[src/qdse_pkg.sv]
package qdse_pkg;

  // Raw operation codes on the input channel
  localparam logic [2:0] OP_EDGE_A = 3'd0;
  localparam logic [2:0] OP_EDGE_B = 3'd1;
  localparam logic [2:0] OP_READ   = 3'd2;
  localparam logic [2:0] OP_CLEAR  = 3'd3;
  localparam logic [2:0] OP_LOAD   = 3'd4;

  // Configuration register indexes
  localparam logic [1:0] REG_SPEED_SCALE  = 2'd0;
  localparam logic [1:0] REG_FILTER_GAIN  = 2'd1;
  localparam logic [1:0] REG_GLITCH_LIMIT = 2'd2;

  localparam logic [25:0] SCALE_RESET  = 26'd25000;
  localparam logic [7:0]  GAIN_RESET   = 8'd20;
  localparam logic [15:0] GLITCH_RESET = 16'd10000;

  // Speed magnitude cap, 0.5 rpm deadband, 0.1 rpm filter floor (Q8)
  localparam logic [23:0] MAG_CAP       = 24'hFFFFFF;
  localparam logic [23:0] DEADBAND      = 24'd128;
  localparam logic [24:0] FILT_ZERO_MAX = 25'd25;

  // Quotient bits produced by the shared divider per use
  localparam logic [5:0] SPEED_STEPS = 6'd24;
  localparam logic [5:0] FILT_STEPS  = 6'd33;

  typedef enum logic [2:0] {
    K_EDGE_A,
    K_EDGE_B,
    K_READ,
    K_CLEAR,
    K_LOAD,
    K_NOP
  } kind_t;

  typedef struct packed {
    kind_t       kind;
    logic        level_a;
    logic        level_b;
    logic [31:0] time_us;
  } item_t;

  typedef enum logic [3:0] {
    ST_IDLE,
    ST_MUL,
    ST_CHK,
    ST_SDIV,
    ST_POST,
    ST_FMUL,
    ST_FSTART,
    ST_FDIV,
    ST_OUT
  } state_t;

  typedef struct packed {
    logic        start;
    logic [31:0] rem_init;
    logic [32:0] numer;
    logic [5:0]  steps;
    logic [31:0] divisor;
  } div_req_t;

  typedef struct packed {
    logic        busy;
    logic        done;
    logic [32:0] quot;
  } div_rsp_t;

endpackage

[src/qdse_if.sv]
interface qdse_in_if;
  logic        valid;
  logic        ready;
  logic [2:0]  operation;
  logic        level_a;
  logic        level_b;
  logic [31:0] time_us;

  modport source (output valid, operation, level_a, level_b, time_us, input ready);
  modport sink (input valid, operation, level_a, level_b, time_us, output ready);
endinterface

interface qdse_out_if;
  logic               valid;
  logic               ready;
  logic signed [31:0] position_count;
  logic [31:0]        edge_total;
  logic [31:0]        error_total;
  logic               error_seen;
  logic signed [24:0] speed_raw;
  logic signed [24:0] speed_filtered;
  logic [23:0]        speed_peak;

  modport source (output valid, position_count, edge_total, error_total, error_seen,
                  speed_raw, speed_filtered, speed_peak, input ready);
  modport sink (input valid, position_count, edge_total, error_total, error_seen,
                speed_raw, speed_filtered, speed_peak, output ready);
endinterface

[src/qdse_front.sv]
module qdse_front (
  input  logic              clk,
  input  logic              rst,
  qdse_in_if.sink           sample,
  output qdse_pkg::item_t   q_item,
  output logic              q_valid,
  input  logic              q_pop
);

  qdse_pkg::item_t slots [2];
  logic            wr_ptr;
  logic            rd_ptr;
  logic [1:0]      count;
  logic            push;
  qdse_pkg::kind_t kind;

  // Classify the operation code
  always_comb begin
    case (sample.operation)
      qdse_pkg::OP_EDGE_A: kind = qdse_pkg::K_EDGE_A;
      qdse_pkg::OP_EDGE_B: kind = qdse_pkg::K_EDGE_B;
      qdse_pkg::OP_READ:   kind = qdse_pkg::K_READ;
      qdse_pkg::OP_CLEAR:  kind = qdse_pkg::K_CLEAR;
      qdse_pkg::OP_LOAD:   kind = qdse_pkg::K_LOAD;
      default:             kind = qdse_pkg::K_NOP;
    endcase
  end

  assign sample.ready = (count != 2'd2);
  assign push         = sample.valid && sample.ready;
  assign q_valid      = (count != 2'd0);
  assign q_item       = slots[rd_ptr];

  // Store classified items
  always_ff @(posedge clk) begin
    if (push) begin
      slots[wr_ptr] <= '{kind: kind, level_a: sample.level_a, level_b: sample.level_b,
                         time_us: sample.time_us};
    end
  end

  // Advance pointers and occupancy
  always_ff @(posedge clk) begin
    if (rst) begin
      wr_ptr <= 1'b0;
      rd_ptr <= 1'b0;
      count  <= 2'd0;
    end else begin
      if (push) wr_ptr <= ~wr_ptr;
      if (q_pop) rd_ptr <= ~rd_ptr;
      count <= count + 2'(push) - 2'(q_pop);
    end
  end

endmodule

[src/qdse_div.sv]
module qdse_div (
  input  logic               clk,
  input  logic               rst,
  input  qdse_pkg::div_req_t req,
  output qdse_pkg::div_rsp_t rsp
);

  logic [31:0] rem;
  logic [32:0] shreg;
  logic [32:0] quot;
  logic [31:0] divisor;
  logic [5:0]  count;
  logic        busy;
  logic [32:0] trial;
  logic        fits;

  // One restoring step: bring down the next numerator bit
  assign trial = {rem, shreg[32]};
  assign fits  = (trial >= {1'b0, divisor});

  assign rsp.busy = busy;
  assign rsp.done = busy && (count == 6'd0);
  assign rsp.quot = quot;

  always_ff @(posedge clk) begin
    if (req.start) begin
      rem     <= req.rem_init;
      shreg   <= req.numer;
      quot    <= '0;
      divisor <= req.divisor;
    end else if (busy && count != 6'd0) begin
      rem   <= fits ? 32'(trial - {1'b0, divisor}) : trial[31:0];
      shreg <= {shreg[31:0], 1'b0};
      quot  <= {quot[31:0], fits};
    end
  end

  always_ff @(posedge clk) begin
    if (rst) begin
      busy  <= 1'b0;
      count <= '0;
    end else if (req.start) begin
      busy  <= 1'b1;
      count <= req.steps;
    end else if (busy) begin
      if (count == 6'd0) busy <= 1'b0;
      else count <= count - 6'd1;
    end
  end

endmodule

[src/qdse_back.sv]
module qdse_back (
  input  logic            clk,
  input  logic            rst,
  input  qdse_pkg::item_t q_item,
  input  logic            q_valid,
  output logic            q_pop,
  input  logic [25:0]     speed_scale,
  input  logic [7:0]      filter_gain,
  input  logic [15:0]     glitch_limit,
  qdse_out_if.source      result
);

  qdse_pkg::state_t   state;
  qdse_pkg::state_t   state_next;
  qdse_pkg::div_req_t dreq;
  qdse_pkg::div_rsp_t drsp;

  // Decoder and speed state
  logic               prev_a;
  logic               prev_b;
  logic [31:0]        position;
  logic [31:0]        edges;
  logic [31:0]        phase_errors;
  logic               error_flag;
  logic [31:0]        last_edge_time;
  logic               first_read_pending;
  logic [31:0]        position_at_read;
  logic [31:0]        time_at_read;
  logic               moving_backward;
  logic signed [24:0] held_speed;
  logic signed [24:0] filtered_speed;
  logic [23:0]        peak_speed;

  // Read scratch
  logic               rd_zero;
  logic               rd_sign;
  logic [31:0]        rd_dt;
  logic [31:0]        rd_mag;
  logic [57:0]        prod;
  logic [23:0]        raw_mag;
  logic signed [24:0] raw_val;
  logic signed [34:0] num_r;

  logic               slot_free;
  logic [31:0]        delta;
  logic [31:0]        delta_mag;
  logic [57:0]        mul_res;
  logic [23:0]        mag_db;
  logic [23:0]        lim;
  logic signed [24:0] signed_mag;
  logic signed [33:0] fmul;
  logic               num_neg;
  logic [34:0]        num_abs;
  logic [24:0]        fq;
  logic               on_b;

  qdse_div u_div (
    .clk (clk),
    .rst (rst),
    .req (dreq),
    .rsp (drsp)
  );

  assign slot_free  = !result.valid || result.ready;
  assign delta      = position - position_at_read;
  assign delta_mag  = delta[31] ? 32'(-delta) : delta;
  assign mul_res    = 58'(rd_mag) * 58'(speed_scale);
  assign mag_db     = (raw_mag < qdse_pkg::DEADBAND) ? 24'd0 : raw_mag;
  assign lim        = {glitch_limit, 8'd0};
  assign signed_mag = rd_sign ? -$signed({1'b0, mag_db}) : $signed({1'b0, mag_db});
  assign fmul       = filtered_speed * $signed({1'b0, filter_gain});
  assign num_neg    = num_r[34];
  assign num_abs    = num_neg ? 35'(-num_r) : 35'(num_r);
  assign fq         = drsp.quot[24:0];
  assign on_b       = (q_item.kind == qdse_pkg::K_EDGE_B);

  // Next state
  always_comb begin
    state_next = state;
    case (state)
      qdse_pkg::ST_IDLE: begin
        if (q_valid) begin
          state_next = (q_item.kind == qdse_pkg::K_READ) ? qdse_pkg::ST_MUL : qdse_pkg::ST_OUT;
        end
      end
      qdse_pkg::ST_MUL: state_next = qdse_pkg::ST_CHK;
      qdse_pkg::ST_CHK: begin
        if (rd_zero || prod >= {10'd0, rd_dt, 16'd0}) state_next = qdse_pkg::ST_POST;
        else state_next = qdse_pkg::ST_SDIV;
      end
      qdse_pkg::ST_SDIV: if (drsp.done) state_next = qdse_pkg::ST_POST;
      qdse_pkg::ST_POST: state_next = qdse_pkg::ST_FMUL;
      qdse_pkg::ST_FMUL: state_next = qdse_pkg::ST_FSTART;
      qdse_pkg::ST_FSTART: state_next = qdse_pkg::ST_FDIV;
      qdse_pkg::ST_FDIV: if (drsp.done) state_next = qdse_pkg::ST_OUT;
      qdse_pkg::ST_OUT: if (slot_free) state_next = qdse_pkg::ST_IDLE;
      default: state_next = qdse_pkg::ST_IDLE;
    endcase
  end

  // Control outputs
  always_comb begin
    q_pop = 1'b0;
    dreq  = '0;
    case (state)
      qdse_pkg::ST_IDLE: q_pop = q_valid;
      qdse_pkg::ST_CHK: begin
        dreq.start    = !(rd_zero || prod >= {10'd0, rd_dt, 16'd0});
        dreq.rem_init = prod[47:16];
        dreq.numer    = {prod[15:0], 17'd0};
        dreq.steps    = qdse_pkg::SPEED_STEPS;
        dreq.divisor  = rd_dt;
      end
      qdse_pkg::ST_FSTART: begin
        dreq.start    = 1'b1;
        dreq.numer    = num_abs[32:0];
        dreq.steps    = qdse_pkg::FILT_STEPS;
        dreq.divisor  = {23'd0, 9'({1'b0, filter_gain} + 9'd1)};
      end
      default: ;
    endcase
  end

  always_ff @(posedge clk) begin
    if (rst) state <= qdse_pkg::ST_IDLE;
    else state <= state_next;
  end

  // Carry out operations and the speed pipeline steps
  always_ff @(posedge clk) begin
    if (rst) begin
      prev_a             <= 1'b0;
      prev_b             <= 1'b0;
      position           <= '0;
      edges              <= '0;
      phase_errors       <= '0;
      error_flag         <= 1'b0;
      last_edge_time     <= '0;
      first_read_pending <= 1'b1;
      position_at_read   <= '0;
      time_at_read       <= '0;
      moving_backward    <= 1'b0;
      held_speed         <= '0;
      filtered_speed     <= '0;
      peak_speed         <= '0;
    end else begin
      case (state)
        qdse_pkg::ST_IDLE: begin
          if (q_valid) begin
            case (q_item.kind)
              qdse_pkg::K_EDGE_A, qdse_pkg::K_EDGE_B: begin
                last_edge_time <= q_item.time_us;
                if (on_b ? (q_item.level_b != prev_b) : (q_item.level_a != prev_a)) begin
                  if (on_b ? (q_item.level_a != prev_a) : (q_item.level_b != prev_b)) begin
                    error_flag   <= 1'b1;
                    phase_errors <= phase_errors + 32'd1;
                  end
                  prev_a <= q_item.level_a;
                  prev_b <= q_item.level_b;
                  if (on_b ? (q_item.level_a == q_item.level_b)
                           : (q_item.level_a != q_item.level_b)) begin
                    position <= position + 32'd1;
                  end else begin
                    position <= position - 32'd1;
                  end
                  edges <= edges + 32'd1;
                end
              end
              qdse_pkg::K_READ: begin
                // Latch the interval, then close it
                rd_zero <= 1'b0;
                rd_sign <= 1'b0;
                rd_dt   <= '0;
                rd_mag  <= '0;
                if (first_read_pending) begin
                  rd_zero <= 1'b1;
                end else if (delta != 32'd0) begin
                  rd_dt           <= last_edge_time - time_at_read;
                  rd_zero         <= (last_edge_time == time_at_read);
                  rd_sign         <= delta[31];
                  rd_mag          <= delta_mag;
                  moving_backward <= delta[31];
                end else begin
                  rd_dt   <= q_item.time_us - time_at_read;
                  rd_zero <= (q_item.time_us == time_at_read);
                  rd_sign <= moving_backward;
                  rd_mag  <= 32'd1;
                end
                first_read_pending <= 1'b0;
                position_at_read   <= position;
                if (delta != 32'd0) time_at_read <= last_edge_time;
              end
              qdse_pkg::K_CLEAR: begin
                position     <= '0;
                edges        <= '0;
                phase_errors <= '0;
                error_flag   <= 1'b0;
                peak_speed   <= '0;
              end
              qdse_pkg::K_LOAD: begin
                prev_a <= q_item.level_a;
                prev_b <= q_item.level_b;
              end
              default: ;
            endcase
          end
        end
        qdse_pkg::ST_MUL: prod <= mul_res;
        qdse_pkg::ST_CHK: begin
          if (rd_zero) raw_mag <= '0;
          else if (prod >= {10'd0, rd_dt, 16'd0}) raw_mag <= qdse_pkg::MAG_CAP;
        end
        qdse_pkg::ST_SDIV: if (drsp.done) raw_mag <= drsp.quot[23:0];
        qdse_pkg::ST_POST: begin
          // Deadband, then hold the last speed above the glitch limit
          if (mag_db > lim) begin
            raw_val <= held_speed;
          end else begin
            raw_val    <= signed_mag;
            held_speed <= signed_mag;
          end
        end
        qdse_pkg::ST_FMUL: num_r <= {fmul[33], fmul} + {{10{raw_val[24]}}, raw_val};
        qdse_pkg::ST_FDIV: begin
          if (drsp.done) begin
            if (fq <= qdse_pkg::FILT_ZERO_MAX) filtered_speed <= '0;
            else filtered_speed <= num_neg ? -$signed(fq) : $signed(fq);
            if (!raw_val[24] && raw_val[23:0] > peak_speed) peak_speed <= raw_val[23:0];
          end
        end
        default: ;
      endcase
    end
  end

  // Output register
  always_ff @(posedge clk) begin
    if (rst) begin
      result.valid <= 1'b0;
    end else if (state == qdse_pkg::ST_OUT && slot_free) begin
      result.valid <= 1'b1;
    end else if (result.ready) begin
      result.valid <= 1'b0;
    end
  end

  always_ff @(posedge clk) begin
    if (state == qdse_pkg::ST_OUT && slot_free) begin
      result.position_count <= $signed(position);
      result.edge_total     <= edges;
      result.error_total    <= phase_errors;
      result.error_seen     <= error_flag;
      result.speed_raw      <= held_speed;
      result.speed_filtered <= filtered_speed;
      result.speed_peak     <= peak_speed;
    end
  end

  assert property (@(posedge clk) disable iff (rst)
    (state == qdse_pkg::ST_OUT && slot_free) |=> result.valid)
    else $error("result not presented after completion");

  assert property (@(posedge clk) disable iff (rst)
    q_pop |-> (state == qdse_pkg::ST_IDLE && q_valid))
    else $error("queue popped outside idle");

  assert property (@(posedge clk) disable iff (rst)
    (state == qdse_pkg::ST_IDLE || state == qdse_pkg::ST_OUT) |-> !drsp.busy)
    else $error("divider busy while no read is in progress");

endmodule

[src/quadrature_decoder_speed_estimator_top.sv]
// Channel   Role      Contents
// sample    sink      operation, level_a, level_b, time_us
// result    source    position, edge/error totals, error flag, raw/filtered/peak speed
// cfg       write     cfg_we, cfg_index, cfg_data (speed_scale, filter_gain, glitch_limit)
//
// Edge, clear, load and unused operations go from the idle step straight to the output step.
// A speed read uses the shared bit-serial divider: 24 steps for the speed quotient (skipped
// when the interval is zero or the quotient saturates) and 33 steps for the IIR division.
// A two-entry queue takes new items while the back end works.
// Reset (rst, synchronous) clears all counters and speed state at once.
// A stalled result holds the back end in its output step; the queue keeps accepting until both entries are full.
module quadrature_decoder_speed_estimator_top (
  input  logic        clk,
  input  logic        rst,
  qdse_in_if.sink     sample,
  qdse_out_if.source  result,
  input  logic        cfg_we,
  input  logic [1:0]  cfg_index,
  input  logic [25:0] cfg_data
);

  qdse_pkg::item_t q_item;
  logic            q_valid;
  logic            q_pop;
  logic [25:0]     speed_scale;
  logic [7:0]      filter_gain;
  logic [15:0]     glitch_limit;

  // Configuration registers
  always_ff @(posedge clk) begin
    if (rst) begin
      speed_scale  <= qdse_pkg::SCALE_RESET;
      filter_gain  <= qdse_pkg::GAIN_RESET;
      glitch_limit <= qdse_pkg::GLITCH_RESET;
    end else if (cfg_we) begin
      case (cfg_index)
        qdse_pkg::REG_SPEED_SCALE:  speed_scale  <= cfg_data;
        qdse_pkg::REG_FILTER_GAIN:  filter_gain  <= cfg_data[7:0];
        qdse_pkg::REG_GLITCH_LIMIT: glitch_limit <= cfg_data[15:0];
        default: ;
      endcase
    end
  end

  qdse_front u_front (
    .clk     (clk),
    .rst     (rst),
    .sample  (sample),
    .q_item  (q_item),
    .q_valid (q_valid),
    .q_pop   (q_pop)
  );

  qdse_back u_back (
    .clk          (clk),
    .rst          (rst),
    .q_item       (q_item),
    .q_valid      (q_valid),
    .q_pop        (q_pop),
    .speed_scale  (speed_scale),
    .filter_gain  (filter_gain),
    .glitch_limit (glitch_limit),
    .result       (result)
  );

endmodule

[src/flat_wrapper.sv]
// flat-port wrapper written by rule: the top's interface ports become plain ports
module quadrature_decoder_speed_estimator_top_flat 
  (clk, rst, cfg_we, cfg_index, cfg_data, sample_valid, sample_operation, sample_level_a, sample_level_b, sample_time_us, sample_ready, result_valid, result_position_count, result_edge_total, result_error_total, result_error_seen, result_speed_raw, result_speed_filtered, result_speed_peak, result_ready);
  qdse_in_if sample_i ();
  qdse_out_if result_i ();
  input  logic clk;
  input  logic rst;
  input  logic cfg_we;
  input  logic [1:0] cfg_index;
  input  logic [25:0] cfg_data;
  input wire logic [$bits(sample_i.valid)-1:0] sample_valid;
  input wire logic [$bits(sample_i.operation)-1:0] sample_operation;
  input wire logic [$bits(sample_i.level_a)-1:0] sample_level_a;
  input wire logic [$bits(sample_i.level_b)-1:0] sample_level_b;
  input wire logic [$bits(sample_i.time_us)-1:0] sample_time_us;
  output wire logic [$bits(sample_i.ready)-1:0] sample_ready;
  output wire logic [$bits(result_i.valid)-1:0] result_valid;
  output wire logic [$bits(result_i.position_count)-1:0] result_position_count;
  output wire logic [$bits(result_i.edge_total)-1:0] result_edge_total;
  output wire logic [$bits(result_i.error_total)-1:0] result_error_total;
  output wire logic [$bits(result_i.error_seen)-1:0] result_error_seen;
  output wire logic [$bits(result_i.speed_raw)-1:0] result_speed_raw;
  output wire logic [$bits(result_i.speed_filtered)-1:0] result_speed_filtered;
  output wire logic [$bits(result_i.speed_peak)-1:0] result_speed_peak;
  input wire logic [$bits(result_i.ready)-1:0] result_ready;
  assign sample_i.valid = sample_valid;
  assign sample_i.operation = sample_operation;
  assign sample_i.level_a = sample_level_a;
  assign sample_i.level_b = sample_level_b;
  assign sample_i.time_us = sample_time_us;
  assign sample_ready = sample_i.ready;
  assign result_valid = result_i.valid;
  assign result_position_count = result_i.position_count;
  assign result_edge_total = result_i.edge_total;
  assign result_error_total = result_i.error_total;
  assign result_error_seen = result_i.error_seen;
  assign result_speed_raw = result_i.speed_raw;
  assign result_speed_filtered = result_i.speed_filtered;
  assign result_speed_peak = result_i.speed_peak;
  assign result_i.ready = result_ready;
  quadrature_decoder_speed_estimator_top u_core (.clk(clk), .rst(rst), .sample(sample_i), .result(result_i), .cfg_we(cfg_we), .cfg_index(cfg_index), .cfg_data(cfg_data));
endmodule
[config.mk]
export PLATFORM = sky130hd
export DESIGN_NAME = quadrature_decoder_speed_estimator_top_flat
export DESIGN_NICKNAME = d
export VERILOG_FILES = /design/src/qdse_pkg.sv /design/src/qdse_if.sv /design/src/qdse_front.sv /design/src/qdse_div.sv /design/src/qdse_back.sv /design/src/quadrature_decoder_speed_estimator_top.sv /design/src/flat_wrapper.sv
export SDC_FILE = /design/constraint.sdc
export NUM_CORES = 2
export LEC_CHECK = 0
export ABC_AREA = 1
export BUFFER_PORTS_ARGS = -buffer_cell sky130_fd_sc_hd__buf_4
export CAP_MARGIN = 20
export CORE_ASPECT_RATIO = 0.8
export CORE_MARGIN = 10
export CORE_UTILIZATION = 64
export CTS_BUF_LIST = sky130_fd_sc_hd__clkbuf_16
export DETAILED_ROUTE_END_ITERATION = 16
export GPL_TIMING_DRIVEN = 0
export PLACE_DENSITY = 0.82
export SETUP_SLACK_MARGIN = 0.1
export SLEW_MARGIN = 20
export SYNTH_ARGS = -nofsm -noshare
export SYNTH_HDL_FRONTEND = slang
export SYNTH_SLANG_ARGS = --single-unit
[constraint.sdc]
create_clock -name clk -period 22.9 [get_ports clk]
set_input_delay 1.145 -clock clk [delete_from_list [all_inputs] [get_ports clk]]
set_output_delay 1.145 -clock clk [all_outputs]
set_load 0.005 [all_outputs]
After elaboration in Yosys (flattened, before gate mapping)
Memory sizes are Yosys's and may differ from the RTL's. A register that Yosys moved wholly into a read port is not among the register bits.
Index checks and enable logic that the tools add are counted.

operators by class
  $add $sub $neg = 17
  multiply operators = 2
  order comparisons = 6
  equal/unequal tests = 35
  mux-type cells = 67
  bitwise operators = 6
  reduce and logical (&&, ||, !) cells = 47

operators by type and width
  kind                                                                               count
  32-bit two-way mux                                                                 10
  24-bit two-way mux                                                                 8
  32-bit one-hot mux with 2 select lines                                             3
  71-bit one-hot mux with 2 select lines                                             1
  32-bit subtractor                                                                  4
  25-bit two-way mux                                                                 4
  33-bit two-way mux                                                                 3
  32-bit by 1-bit adder with 32-bit output, second input constant                    3
  24-bit one-hot mux with 2 select lines                                             2
  32-bit == test                                                                     2
  58-bit by 48-bit greater-or-equal comparator with 1-bit output                     1
  32-bit by 26-bit multiplier with 58-bit output                                     1
  24-bit greater-than comparator                                                     2
  4-bit one-hot mux with 9 select lines                                              1
  34-bit by 25-bit adder with 35-bit output                                          1
  25-bit by 9-bit multiplier with 34-bit output                                      1
  33-bit by 32-bit greater-or-equal comparator with 1-bit output                     1
  33-bit negation                                                                    1
  32-bit negation                                                                    1
  32-bit nonzero test                                                                1
  32-bit by 1-bit subtractor with 32-bit output, second input constant               1
  31-bit two-way mux                                                                 1
  4-bit AND reduction                                                                7
  25-bit by 5-bit less-or-equal comparator with 1-bit output, second input constant  1
  other kinds (42)                                                                   119

word-level totals
  register bits = 838
  memory bits (writable) = 74
  input bits = 70
  output and inout bits = 173
  memories kept = 1

memories
  name                  depth  width  rd ports  clocked after memory_dff  wr ports  line              text
  u_core.u_front.slots  2      37     1         1                         1         qdse_front.sv:10  qdse_pkg::item_t slots [2];

Longest topological paths before layout
  word-level depth = 6
  gate-level depth with buffers = 33
  mapped depth without buffers = 31

By module
A second synthesis with hierarchy kept.

unflattened totals
  cell total of the unflattened synthesis = 11211
  area, all modules = 87222.4 um^2

by module, submodules not included
  module                                  instances  cells each  area an instance (um^2)  seq. area each (um^2)
  qdse_back                               1          9637        73703.2                  16876.2
  qdse_div                                1          1123        8345.5                   3713.6
  qdse_front                              1          150         3065.4                   2322.2
  quadrature_decoder_speed_estimator_top  1          301         2108.3                   1001.0

Worst setup path before layout
OpenSTA, ideal clock, no wires.

  kind = input-to-reg
  from = in result_ready
  to = reg u_core.u_back.result.edge_total[0] (enable)
  setup time = 1121 ps
  arrival time = 17150 ps
  data required time = 21779 ps
  path slack = 4629 ps
  stages = 2
  path buffers = 0
  cells stage by stage = nor2_1 nor4_1

between the ends
  longest elaborated chain between the ends = 2

ends and longest elaborated chain
  what                    line                text
  start: declaration      flat_wrapper.sv:25  input wire logic [$bits(result_i.ready)-1:0] result_ready;
  1-bit logical OR        qdse_back.sv:64     assign slot_free = !result.valid || result.ready;
  1-bit logical AND       qdse_back.sv:248    if (state == qdse_pkg::ST_OUT && slot_free) begin
  end signal: assignment  qdse_back.sv:250    result.edge_total <= edges;
  end: declaration        qdse_if.sv:24       modport source (output valid, position_count, edge_total, error_total, error_seen,

Every way passes these cells.
A chain may end at the register's enable or synchronous reset.

Final worst setup path
  from = reg u_core.u_back.rd_mag[7]
  to = reg u_core.u_back.prod[57] (data pin)

between the ends
  longest elaborated chain between the ends = 1

ends and longest elaborated chain
  what                                            line              text
  start: declaration                              qdse_back.sv:38   logic [31:0] rd_mag;
  start signal: assignment                        qdse_back.sv:181  rd_mag <= delta_mag;
  32-bit by 26-bit multiplier with 58-bit output  qdse_back.sv:67   assign mul_res = 58'(rd_mag) * 58'(speed_scale);
  net u_core.u_back.mul_res[57]                   qdse_back.sv:47   logic [57:0] mul_res;
  end signal: assignment                          qdse_back.sv:208  qdse_pkg::ST_MUL: prod <= mul_res;
  end: declaration                                qdse_back.sv:39   logic [57:0] prod;

The timed path passes the listed nets, and every way through them passes these cells.

==> out/results.ini <==
[die]
num_io_pins=243
fp.dieH_um=347
core_area_sq_um=132000
die-area_sq_um=149000
die_width_um=429
floorplan.rows=119
start_util_pct=64.7

[place]
dp_cells=12700
detailed_place_hpwl_um=236000
port_buffers=242
gpl_wtd_cong=1.07

[critical_path]
end_kind=flop
critPathArrivalTime_ns=10.12
start_kind=flop
critical_path_buf_inv_count=6
crit_type=reg -> reg
ff2ff_path_depth=23
timing.critical_path.required_ns=23.37
critical-path-top-cell-by-count=sky130_fd_sc_hd__fa_1
critPathMaxStageDelay_ns=1.05
critPathMaxFanout=10
slowest_library_cell_on_the_worst_path=sky130_fd_sc_hd__o21ai_0
crit_path_cell_trace=clkbuf_1 > clkbuf_1 > nand2_1 > fa_1 > fa_1 > inv_1 > fa_1 > ha_1 > ha_1 > inv_1 > fa_1 > fa_1 > inv_1 > ha_1 > nand2_1 > nor2_1 > inv_1 > o21ai_1 > a21oi_1 > o21ai_0 > nand3_1 > o211ai_1 > xor2_1
kind_of_cell_adding_the_most_delay_to_the_critical_path=adder cells
worst-path-stages=23

[timing]
timing_worst_slew_pin_value_ns=1.32
timing.final.crit_period_ns=9.65
grt_setup_unrepaired=no
timing.final.crit_share_pct=42.2
tns_ns=0
setup-violations-final=0
max_freq_ghz=0.104
timing.max_slew.rel_slack_pct=11.9
finalClockSkew_ns=0.0313
hold-worst-slack_ns=0.435
final_hold_violations=0
report.final.slew_viol_count=0

[drt]
drc=0
top_signal_layer_used=met5
detailed_route_wire_length_on_metal_1_um=114000
wl_met2_um=118000
dr_wl_met3_um=43700
vias=75500
drt-vias-per-instance=5.85
firstDrtPassIters=7
totalWireLength_um=288000
wl_per_cell_um=22.3
count_of_routing_violations_after_the_opening_detailed_route_iteration=10000
route.antenna.remaining_nets=0

[final_layout]
finalNetCount=12500
final_cell_count_no_fill=12900
multi_input_gate_area_in_the_final_layout_sq_um=51000
final_standard_cell_utilization_of_the_core_pct=70.6
layout-area-overhead-vs-synth_pct=9.18
layout.cells.most_common=sky130_fd_sc_hd__nand2_1
area.sequential_sq_um=23800
final_layout_size_suffix_gt1_share_pct=6.10
layout_fillers=10600
mostFrequentLayoutCells=sky130_fd_sc_hd__nand2_1, sky130_fd_sc_hd__inv_1, sky130_fd_sc_hd__fa_1

[clocking]
numCtsBuffers=95
worst_setup_hold_path_clk_slew_ns=0.07
cts-htree-levels=3
root_buffer=sky130_fd_sc_hd__clkbuf_16
postCtsHoldBufs=0
tritoncts_clock_tree=built
clock_latency_ns=0.75
clock_sinks=912
max-clock-path-buffers=3
ctsResizeCount=0
post_cts_setup_buffer_count=0

[power]
p_leak_uw=0.0473
worst_ir_drop_vdd_uv=330
power-per-cell-area_nw_per_um2=146

[hold_path]
hold_path_class=reg -> reg
whs_path_depth=0

[synthesis]
synthCells=10700
yosys.cell_types.count=67
ys_top_cells_by_area=sky130_fd_sc_hd__fa_1, sky130_fd_sc_hd__edfxtp_1, sky130_fd_sc_hd__nand2_1
yosys.area.top_type_share_pct=21.3
synthArstFlopShare_pct=0
ys.warnings.count=0
synthesis.nets=12200
synth_seq_cells=912
synth-edff-count=549
synth.avg_cell_area_sq_um=8.00
synthDominantAreaCellType=sky130_fd_sc_hd__fa_1
synthesis.area_sq_um=85400
synthFlopType=sky130_fd_sc_hd__edfxtp_1
sequential_element_share_of_the_synthesized_area_pct=27.8

[grt]
grt_max_degree=39
globalRoute.totalOverflow=0
first_global_vias=72700
grt_use_total_pct=37.9
grt_antenna_before_repair=24
grt_pass1_wl_um=433000

[outcome]
result_of_the_run=complete, no violations

[run]
max_cap_violations=0

-- sequential cells by signal, indices dropped and copies added (netlist names), 33 cells and up, named ones only --
register / cells
u_core.u_back.num_r: 34
u_core.u_back.prod: 58
u_core.u_back.u_div.shreg: 33
u_core.u_front.slots: 74
-- metal layers --
| layer | global-route usage [%] | up-vias |
|---|---|---|
| met3 | 15.0 | 721 |
| li1 | - | 33700 |
| met4 | 14.9 | 6 |
| met5 | 0 | - |
| met2 | 53.5 | 4944 |
| met1 | 52.1 | 36100 |
-- cell usage after synthesis (all sizes together), types with 7 or more instances --
cell       n
a211oi    35
a21boi    19
a21o      44
a21oi    632
a31oi     41
buf       65
clkbuf   374
clkinv    10
dfxtp    363
edfxtp   549
fa       911
ha       511
inv     2363
mux2      29
nand2   2432
nand3    327
nand3b    23
nand4     99
nor2     787
nor3     139
nor3b      7
nor4      32
o211ai    31
o21a      18
o21ai    479
o21bai    28
o31ai      8
or2       14
xnor2     97
xor2     165
-- cell type report --
cell class              instances  area share (%)
plain buffers                 439            1.99
diodes                         24          0.0644
multi-input cells            6951            54.7
clock inverters                81           0.856
repair buffers                285            2.40
inverters                    2373            9.55
well taps                    1754            2.35
flip-flops and latches        912            25.5
clock buffers                  98            2.63
-- report_power, final --
part	total, uW	internal, uW	switching [uW]
Combinational	9710	3120	6590
Sequential	2260	2150	118
Clock	1640	903	732
Total	13600	6170	7450
-- metrics by stage --
| step | total power (uW) | cell area [sq um] | worst slack (ns) |
|---|---|---|---|
| after CTS | 13200 | 93200 | 13.96 |
| after floorplan | 8850 | 85400 | 4.63 |
| after global placement | 11400 | 89500 | -2.99 |
| after detailed placement | 11500 | 89900 | 13.96 |
| final | 13600 | 93300 | 13.25 |
| after global routing | 14500 | 93300 | 13.23 |
-- cells by family after synthesis --
kind of cell | after synthesis | synth area share, %
AO/OA/AOI/OAI | 1368 | 8.78
XOR/XNOR | 262 | 2.69
adder cells (fa/ha/maj) | 1422 | 28.8
buffers and inverters | 2812 | 12.6
flip-flops | 912 | 27.8
multiplexers | 31 | 0.406
AND/OR/NAND/NOR | 3868 | 18.9
-- worst reg2reg max path, cell delays in order (launching register included) --
cell and delay, ns:
sky130_fd_sc_hd__edfxtp_1 0.54, sky130_fd_sc_hd__clkbuf_1 0.72, sky130_fd_sc_hd__clkbuf_1 0.90, sky130_fd_sc_hd__nand2_1 0.23
sky130_fd_sc_hd__fa_1 0.57, sky130_fd_sc_hd__fa_1 0.50, sky130_fd_sc_hd__inv_1 0.07, sky130_fd_sc_hd__fa_1 0.47
sky130_fd_sc_hd__ha_1 0.31, sky130_fd_sc_hd__ha_1 0.31, sky130_fd_sc_hd__inv_1 0.07, sky130_fd_sc_hd__fa_1 0.52
sky130_fd_sc_hd__fa_1 0.57, sky130_fd_sc_hd__inv_1 0.05, sky130_fd_sc_hd__ha_1 0.38, sky130_fd_sc_hd__nand2_1 0.11
sky130_fd_sc_hd__nor2_1 0.13, sky130_fd_sc_hd__inv_1 0.05, sky130_fd_sc_hd__o21ai_1 0.80, sky130_fd_sc_hd__a21oi_1 0.39
sky130_fd_sc_hd__o21ai_0 1.06, sky130_fd_sc_hd__nand3_1 0.20, sky130_fd_sc_hd__o211ai_1 0.32, sky130_fd_sc_hd__xor2_1 0.13
-- worst paths after layout --
check	start	endpoint	slack, ns
setup / recovery	u_core.u_back.rd_mag[7]	u_core.u_back.prod[57]	13.25
hold / removal	u_core.u_back.held_speed[7]	u_core.u_back.result.speed_raw[7]	0.43
setup reg to reg	u_core.u_back.rd_mag[7]	u_core.u_back.prod[57]	13.25
hold reg to reg	u_core.u_back.held_speed[7]	u_core.u_back.result.speed_raw[7]	0.43
No activity file was read; power rests on OpenSTA's default activity.
